$ cat config.mk
export PLATFORM = sky130hd
export DESIGN_NAME = decimal_text_to_fixed_parser
export DESIGN_NICKNAME = d
export VERILOG_FILES = /design/src/hdl/dtfp_pkg.sv /design/src/hdl/dtfp_apb_regs.sv /design/src/hdl/dtfp_char_step.sv /design/src/hdl/decimal_text_to_fixed_parser.sv
export VERILOG_INCLUDE_DIRS = /design/src /design/src/hdl
export SDC_FILE = /design/constraint.sdc
export NUM_CORES = 1
export LEC_CHECK = 0
export ABC_AREA = 1
export BUFFER_PORTS_ARGS = -buffer_cell sky130_fd_sc_hd__clkbuf_2
export CAP_MARGIN = 20
export CORE_ASPECT_RATIO = 0.8
export CORE_MARGIN = 5
export CORE_UTILIZATION = 62
export CTS_CLUSTER_DIAMETER = 60
export DETAILED_ROUTE_END_ITERATION = 10
export PLACE_DENSITY = 0.92
export SLEW_MARGIN = 20
export SYNTH_ARGS = -nofsm -noshare
export SYNTH_HDL_FRONTEND = slang
export SYNTH_SLANG_ARGS = --single-unit
$ cat constraint.sdc
create_clock -name clk -period 10.2 [get_ports clk]
set_input_delay 1.02 -clock clk [delete_from_list [all_inputs] [get_ports clk]]
set_output_delay 1.02 -clock clk [all_outputs]
set_load 0.03 [all_outputs]
$ cat src/hdl/decimal_text_to_fixed_parser_defines.svh
// assertion macros for the decimal text to fixed-point parser
`ifndef DECIMAL_TEXT_TO_FIXED_PARSER_DEFINES_SVH
`define DECIMAL_TEXT_TO_FIXED_PARSER_DEFINES_SVH

// same-cycle implication on clk, disabled in reset
`define DTFP_ASSERT_NOW(label, ante, cons, msg) \
	label: assert property (@(posedge clk) disable iff (!arst_n) (ante) |-> (cons)) \
		else $error(msg);

// next-cycle implication on clk, disabled in reset
`define DTFP_ASSERT_NEXT(label, ante, cons, msg) \
	label: assert property (@(posedge clk) disable iff (!arst_n) (ante) |=> (cons)) \
		else $error(msg);

`endif

$ cat src/hdl/dtfp_pkg.sv
// shared types and constants of the decimal text to fixed-point parser
package dtfp_pkg;

	localparam logic [7:0] CH_0     = 8'h30;
	localparam logic [7:0] CH_9     = 8'h39;
	localparam logic [7:0] CH_PLUS  = 8'h2B;
	localparam logic [7:0] CH_MINUS = 8'h2D;
	localparam logic [7:0] CH_POINT = 8'h2E;

	localparam logic [5:0] NARROW_MAX_DIGITS = 6'd18;
	localparam logic [5:0] WIDE_MAX_DIGITS   = 6'd38;

	localparam logic STATUS_OK  = 1'b0;
	localparam logic STATUS_ERR = 1'b1;

	localparam logic REG_WIDE_MODE = 1'b0;
	localparam logic WIDE_MODE_RESET = 1'b1;

	typedef struct packed {
		logic [5:0] digits;
		logic [5:0] scale;
		logic       after_point;
		logic       skipping_zeros;
		logic       negative;
		logic       failed;
		logic       at_first;
	} dtfp_state_t;

	localparam dtfp_state_t STATE_RESET = '{
		digits: 6'd0,
		scale: 6'd0,
		after_point: 1'b0,
		skipping_zeros: 1'b1,
		negative: 1'b0,
		failed: 1'b0,
		at_first: 1'b1
	};

	typedef struct packed {
		logic [63:0] value_low;
		logic [63:0] value_high;
		logic [5:0]  digit_count;
		logic [5:0]  frac_digits;
		logic        status;
	} dtfp_result_t;

endpackage

$ cat src/hdl/dtfp_apb_regs.sv
// apb configuration register holding the decimal width mode
module dtfp_apb_regs (
	input  logic        clk,
	input  logic        arst_n,
	input  logic        psel,
	input  logic        penable,
	input  logic        pwrite,
	input  logic [2:0]  paddr,
	input  logic [31:0] pwdata,
	output logic [31:0] prdata,
	output logic        pready,
	output logic        wide_mode
);
	import dtfp_pkg::*;

	logic wide_mode_q;
	logic wr_en;

	assign pready = 1'b1;
	assign wr_en = psel && penable && pwrite && pready;

	always_ff @(posedge clk or negedge arst_n) begin
		if (!arst_n) begin
			wide_mode_q <= WIDE_MODE_RESET;
		end else if (wr_en && (paddr[2] == REG_WIDE_MODE)) begin
			wide_mode_q <= pwdata[0];
		end
	end

	always_comb begin
		prdata = 32'd0;
		unique case (paddr[2])
			REG_WIDE_MODE: prdata = {31'd0, wide_mode_q};
			default: prdata = 32'd0;
		endcase
	end

	assign wide_mode = wide_mode_q;

endmodule

$ cat src/hdl/dtfp_char_step.sv
// per-character next-state logic and end-of-string result formatting
module dtfp_char_step #(
	parameter int ACC_WIDTH = 128
) (
	input  logic                   wide_mode,
	input  logic [7:0]             char_code,
	input  logic                   char_valid,
	input  logic                   is_last,
	input  logic [ACC_WIDTH-1:0]   acc_cur,
	input  dtfp_pkg::dtfp_state_t  st_cur,
	output logic [ACC_WIDTH-1:0]   acc_next,
	output dtfp_pkg::dtfp_state_t  st_next,
	output dtfp_pkg::dtfp_result_t result
);
	import dtfp_pkg::*;

	dtfp_state_t          st_n;
	logic                 take;
	logic [5:0]           maxd;
	logic [ACC_WIDTH-1:0] dext;
	logic [ACC_WIDTH-1:0] sum;
	logic [ACC_WIDTH-1:0] acc_n;
	logic [63:0]          low;
	logic                 fill;
	logic [127:0]         narrow_ext;
	logic [127+ACC_WIDTH:0] wide_ext;
	logic [127:0]         value;
	logic                 err;

	assign maxd = wide_mode ? WIDE_MAX_DIGITS : NARROW_MAX_DIGITS;

	always_comb begin
		st_n = st_cur;
		take = 1'b0;
		if (char_valid) begin
			st_n.at_first = 1'b0;
			if (!st_cur.failed) begin
				if (st_cur.at_first && (char_code == CH_MINUS || char_code == CH_PLUS)) begin
					st_n.negative = (char_code == CH_MINUS);
				end else if (char_code == CH_POINT) begin
					st_n.after_point = 1'b1;
					st_n.skipping_zeros = 1'b0;
				end else if (char_code >= CH_0 && char_code <= CH_9 &&
					!(char_code == CH_0 && st_cur.skipping_zeros)) begin
					st_n.skipping_zeros = 1'b0;
					if (({1'b0, st_cur.digits} + 7'd1) > {1'b0, maxd}) begin
						if (!st_cur.after_point) begin
							st_n.failed = 1'b1;
						end
					end else begin
						st_n.digits = st_cur.digits + 6'd1;
						if (st_cur.after_point) begin
							st_n.scale = st_cur.scale + 6'd1;
						end
						take = 1'b1;
					end
				end
			end
		end
	end

	// accumulator is kept signed: acc*10 - digit once the sign is negative
	assign dext = {{(ACC_WIDTH-4){1'b0}}, char_code[3:0]};
	assign sum = (acc_cur << 3) + (acc_cur << 1) + (st_cur.negative ? ~dext : dext)
		+ {{(ACC_WIDTH-1){1'b0}}, st_cur.negative};
	assign low = sum[63:0];
	assign fill = st_cur.negative && (low != 64'd0);
	assign narrow_ext = {{64{fill}}, low};

	always_comb begin
		acc_n = acc_cur;
		if (take) begin
			acc_n = wide_mode ? sum : narrow_ext[ACC_WIDTH-1:0];
		end
	end

	assign wide_ext = {{128{acc_n[ACC_WIDTH-1]}}, acc_n};
	assign value = wide_mode ? wide_ext[127:0] : {{64{acc_n[63]}}, acc_n[63:0]};
	assign err = st_n.failed || st_n.at_first;

	always_comb begin
		if (err) begin
			result.value_low   = 64'd0;
			result.value_high  = 64'd0;
			result.digit_count = 6'd0;
			result.frac_digits = 6'd0;
			result.status      = STATUS_ERR;
		end else begin
			result.value_low   = value[63:0];
			result.value_high  = value[127:64];
			result.digit_count = st_n.digits;
			result.frac_digits = st_n.scale;
			result.status      = STATUS_OK;
		end
	end

	assign acc_next = is_last ? '0 : acc_n;
	assign st_next  = is_last ? STATE_RESET : st_n;

endmodule

$ cat src/hdl/decimal_text_to_fixed_parser.sv
// a character beat is registered in s1; a string's last beat loads the result register
// throughput: one character per cycle unless stalled, via a times-ten-and-add accumulator
// the input stalls only while a last beat in s1 waits on a full, stalled output register
// reset: asynchronous, clears pipeline valids and per-string state, wide mode set to one
// no clearing pass after reset
module decimal_text_to_fixed_parser #(
	parameter int ACC_WIDTH = 128
) (
	input  logic               clk,
	input  logic               arst_n,
	input  logic               psel,
	input  logic               penable,
	input  logic               pwrite,
	input  logic [2:0]         paddr,
	input  logic [31:0]        pwdata,
	output logic [31:0]        prdata,
	output logic               pready,
	input  logic               in_valid,
	output logic               in_stall,
	input  logic [7:0]         char_code,
	input  logic               char_valid,
	input  logic               is_last,
	output logic               out_valid,
	input  logic               out_stall,
	output logic [63:0]        value_low,
	output logic signed [63:0] value_high,
	output logic [5:0]         digit_count,
	output logic [5:0]         frac_digits,
	output logic               status
);
	import dtfp_pkg::*;

	`include "decimal_text_to_fixed_parser_defines.svh"

	logic                 wide_mode;
	logic                 valid_s1;
	logic [7:0]           char_code_s1;
	logic                 char_valid_s1;
	logic                 is_last_s1;
	logic [ACC_WIDTH-1:0] acc_q;
	logic [ACC_WIDTH-1:0] acc_next;
	dtfp_state_t          st_q;
	dtfp_state_t          st_next;
	dtfp_result_t         result;
	dtfp_result_t         result_q;
	logic                 out_valid_q;
	logic                 out_free;
	logic                 go_s1;

	dtfp_apb_regs u_regs (
		.clk       (clk),
		.arst_n    (arst_n),
		.psel      (psel),
		.penable   (penable),
		.pwrite    (pwrite),
		.paddr     (paddr),
		.pwdata    (pwdata),
		.prdata    (prdata),
		.pready    (pready),
		.wide_mode (wide_mode)
	);

	dtfp_char_step #(
		.ACC_WIDTH (ACC_WIDTH)
	) u_step (
		.wide_mode  (wide_mode),
		.char_code  (char_code_s1),
		.char_valid (char_valid_s1),
		.is_last    (is_last_s1),
		.acc_cur    (acc_q),
		.st_cur     (st_q),
		.acc_next   (acc_next),
		.st_next    (st_next),
		.result     (result)
	);

	assign out_free = !out_valid_q || !out_stall;
	assign in_stall = valid_s1 && is_last_s1 && !out_free;
	assign go_s1 = valid_s1 && !in_stall;

	always_ff @(posedge clk or negedge arst_n) begin
		if (!arst_n) begin
			valid_s1 <= 1'b0;
		end else if (!in_stall) begin
			valid_s1 <= in_valid;
		end
	end

	always_ff @(posedge clk) begin
		if (in_valid && !in_stall) begin
			char_code_s1  <= char_code;
			char_valid_s1 <= char_valid;
			is_last_s1    <= is_last;
		end
	end

	always_ff @(posedge clk or negedge arst_n) begin
		if (!arst_n) begin
			acc_q <= '0;
			st_q  <= STATE_RESET;
		end else if (go_s1) begin
			acc_q <= acc_next;
			st_q  <= st_next;
		end
	end

	always_ff @(posedge clk or negedge arst_n) begin
		if (!arst_n) begin
			out_valid_q <= 1'b0;
		end else if (go_s1 && is_last_s1) begin
			out_valid_q <= 1'b1;
		end else if (!out_stall) begin
			out_valid_q <= 1'b0;
		end
	end

	always_ff @(posedge clk) begin
		if (go_s1 && is_last_s1) begin
			result_q <= result;
		end
	end

	assign out_valid   = out_valid_q;
	assign value_low   = result_q.value_low;
	assign value_high  = result_q.value_high;
	assign digit_count = result_q.digit_count;
	assign frac_digits = result_q.frac_digits;
	assign status      = result_q.status;

	`DTFP_ASSERT_NOW(a_err_beat_zero, out_valid && status == STATUS_ERR,
		value_low == 64'd0 && value_high == 64'sd0 && digit_count == 6'd0 && frac_digits == 6'd0,
		"error beat carries nonzero fields")
	`DTFP_ASSERT_NOW(a_scale_le_digits, out_valid, frac_digits <= digit_count,
		"frac digits exceed digit count")
	`DTFP_ASSERT_NOW(a_stall_cause, in_stall, out_valid && out_stall,
		"input stalled without a blocked result")
	`DTFP_ASSERT_NEXT(a_last_clears, go_s1 && is_last_s1, st_q == STATE_RESET && acc_q == '0,
		"string state not cleared after last beat")

endmodule

==> impl_metrics.py <==
metrics = {
    "placement": {
        "place_hpwl_um": 69300,
        "io_buffers": 162,
        "gp_congestion": 1.07,
    },
    "clock_tree": {
        "cts_root_buffer": "clkbuf_16",
        "numCtsBuffers": 30,
        "post_cts_buffers": 0,
        "clkSinkCount": 299,
        "cts_tree": "built",
        "holdBufCountCts": 0,
        "cts-resized-gates": 0,
        "cts_max_level": 1,
        "cts_buffer_depth": 3,
        "insertion_delay_ps": 620,
        "clk_pin_slew_ps": 70,
    },
    "pwr": {
        "ir_drop_mv": 0.170,
        "power_mw": 3.02,
        "p_per_area_nw_per_um2": 102,
        "leakage_nw": 14.3,
        "clkPwrFrac_pct": 38.1,
        "power_frac_comb_pct": 16.7,
        "switching_share_pct": 30.5,
        "p_switching_uw": 923,
        "p_int_mw": 2.10,
        "pwr-share-seq_pct": 45.2,
    },
    "final_layout": {
        "seq_area_um2": 8250,
        "syn2layout_area_growth_pct": 7.97,
        "multi_input_area_um2": 16400,
        "nets": 4303,
        "layout-drive-gt1-share_pct": 8.47,
        "fillCellCount": 3811,
    },
    "job": {
        "maxCapViolations": 0,
    },
    "timing": {
        "rsz0062_at_grt": "no",
        "period_share_pct": 61.4,
        "setup_viol": 0,
        "worst_pin_slew_ps": 1170,
        "relSlewSlack_pct": 21.8,
        "maxSlewViolCount": 0,
        "fin_worst_skew_ps": 29.2,
        "fin_crit_ps": 6260,
        "max_freq_mhz": 160,
        "finalSetupTns_ps": 0,
        "hold_viol": 0,
    },
    "logic_synthesis": {
        "synthCells": 3885,
        "yosysTopAreaCell": "edfxtp_1",
        "synth_ff_type": "edfxtp_1",
        "ys_seq_area_share_pct": 30.0,
        "synth-seq-cells": 299,
        "synth_area_leaders": "edfxtp_1 17%, nand2_1 13%, dfrtp_1 13%, fa_1 9.1%, inv_1 7.8%",
        "synth.distinct_cells": 56,
        "syn-cell-area_um2": 27400,
        "synth_top_area_share_pct": 16.5,
        "synth_edf_count": 151,
        "async_flop_share_pct": 49.5,
        "synth_area_per_cell_um2": 7.06,
        "yosysWarnings": 0,
    },
    "setup_path": {
        "crit_path_end": "value_high[21]$_SDFFCE_PP0P_",
        "critical_path.startpoint": "st_q[2]$_DFFE_PN0P_",
        "r2r-end": "value_high[21]$_SDFFCE_PP0P_",
        "crit_top_cell": "a21oi_1",
        "reg2reg_depth": 19,
        "startpoint_type": "flop",
        "cp_top_family": "simple AND/OR/NAND/NOR gates",
        "slowest_delay_ps": 840,
        "crit_cells": 19,
        "path_cells": "buf_4, fa_1, ha_1, a21oi_1, o21ai_0, a21oi_1, nand2_1, a21oi_1, nand3b_1, nand2_1, nand2_1, nor2_1, nand3_1, nor2_1, nand2_2, nand2_8, nand3_1, nand3_1, a21oi_1",
        "cp_data_required_time_ps": 10520,
        "critPathKind": "reg -> reg",
        "cp_slowest_cell": "dfrtp_4",
        "rrSetupSlack_ps": 3940,
        "reg2reg_from": "st_q[2]$_DFFE_PN0P_",
        "cp_num_buf_inv": 1,
        "critPathMaxFanout": 64,
        "end_kind": "flop",
        "arrival_ps": 6580,
    },
    "route": {
        "via_count": 26900,
        "ant_nets": 0,
        "viasPerCell": 5.82,
        "drt_iter0_markers": 3337,
        "post-route-drc-count": 0,
        "detail_route.wl_per_cell_um": 19.2,
        "dr.pass1.iters": 7,
        "drt-total-wl_um": 88700,
    },
    "outcome": {
        "run_status": "finished, final reports clean",
    },
    "floorplan": {
        "core_um2": 44100,
        "die_y_um": 198,
        "rows": 69,
        "pin_count": 228,
        "start_util_pct": 62.2,
        "die_area_um2": 48600,
        "die_w_um": 245,
    },
    "grt": {
        "grt_pass1_vias": 24700,
        "grtUsageMet3_pct": 7.22,
        "grt_use_total_pct": 35.9,
        "top_usage_layer": "met1",
        "grt_util_met2_pct": 52.0,
        "grt_max_degree": 92,
        "grt-ovfl-total": 0,
        "grt_pass1_wl_um": 139000,
        "antenna_found_initial": 0,
        "globalRouteMet1Util_pct": 57.1,
    },
    "worst_hold_path": {
        "hold_class": "in -> async",
    },
}
[power groups by stage]
stage | combinational, mW | sequential, mW | clock (mW)
2_1_floorplan | 0.294 | 1.45 | 0
3_3_place_gp | 0.477 | 1.39 | 0
3_5_place_dp | 0.495 | 1.39 | 0
4_1_cts | 0.498 | 1.37 | 1.16
5_1_grt | 0.548 | 1.37 | 1.22
6_report | 0.506 | 1.37 | 1.15
[registers in the layout, summed over array words and instances, names as in the netlist]
| signal | cells |
|---|---|
| status | 1 |
| valid_s1 | 1 |
| char_code_s1 | 8 |
| digit_count | 6 |
| out_valid | 1 |
| st_q | 17 |
| char_valid_s1 | 1 |
| u_regs.wide_mode | 1 |
| value_low | 64 |
| acc_q | 128 |
| value_high | 64 |
| is_last_s1 | 1 |
| frac_digits | 6 |
[layout by cell type, fill, tap and decap left out, drive strengths merged, types with 4 or more instances in the layout]
cell and instances:
ha 135, o22ai 24, o211ai 9, nand2 994, a21oi 310, nand3b 31
clkbuf 202, nor3 24, clkinv 15, o21ai 333, buf 18, nor2 434
o21a 14, nor4 9, o21bai 16, edfxtp 151, a21o 7, xor2 24
conb 32, or2 8, a211oi 4, nand3 297, fa 125, xnor2 12
inv 586, dfrtp 145, a21boi 9, nand4 21
[layout make-up]
cell class	instances	area share, %
sequential	299	27.8
timing repair buffer	179	3.19
clock buffer	41	2.77
multi-input combinational	2889	55.4
inverter	592	7.52
clock inverter	15	0.688
antenna	1	0.00845
tap	603	2.55
[cells by family (layout without fill, tap and decap cells)]
group           after synthesis  in the layout  synth area share (%)
xor+xnor                     36             36                  1.15
other cells                   2             33                0.0274
compound gates              736            736                  14.2
mux                           1              1                0.0365
flops                       299            299                  30.0
simple gates               1824           1824                  28.6
buf+inv                     727            827                  10.7
fa+ha+maj                   260            260                  15.3
[per-stage QoR]
step / std cells / setup WS, ps / util, % / hold slack (ps) / instance area [µm²]
floorplan: 3915 / 1710 / - / 461 / 27600
global placement: 4562 / 4250 / 64.8 / 475 / 28600
detailed placement: 4562 / 4150 / 64.8 / 484 / 28600
CTS: 4618 / 4110 / 67.1 / 493 / 29600
global route: 4618 / 3560 / 67.1 / 523 / 29600
finish: 4619 / 3940 / 67.2 / 437 / 29600
[routing by layer]
metal  wire [µm]  vias up
met5           0        -
met4        1300        0
met3       10300      100
met2       37000     1471
met1       40200    12600
li1            -    12700
[worst min path at each step]
| stage | endpoint | depth (start not counted) | slack [ps] |
|---|---|---|---|
| 6_report | acc_q[83]$_DFFE_PN0P_ | 1 | 440 |
| 3_5_place_dp | st_q[3]$_DFFE_PN1P_ | 2 | 480 |
| 2_1_floorplan | st_q[3]$_DFFE_PN1P_ | 2 | 460 |
| 4_1_cts | st_q[3]$_DFFE_PN1P_ | 2 | 490 |
| 5_1_grt | acc_q[81]$_DFFE_PN0P_ | 1 | 520 |
| 3_3_place_gp | st_q[3]$_DFFE_PN1P_ | 2 | 470 |
[cells in the mapped netlist (62+ instances only)]
master,count
nand2_1,980
inv_1,567
nor2_1,411
a21oi_1,308
o21ai_0,271
nand3_1,267
edfxtp_1,151
dfrtp_1,145
ha_1,135
fa_1,125
clkbuf_1,71
o21ai_1,62
No activity file was read; power rests on OpenSTA's default activity.
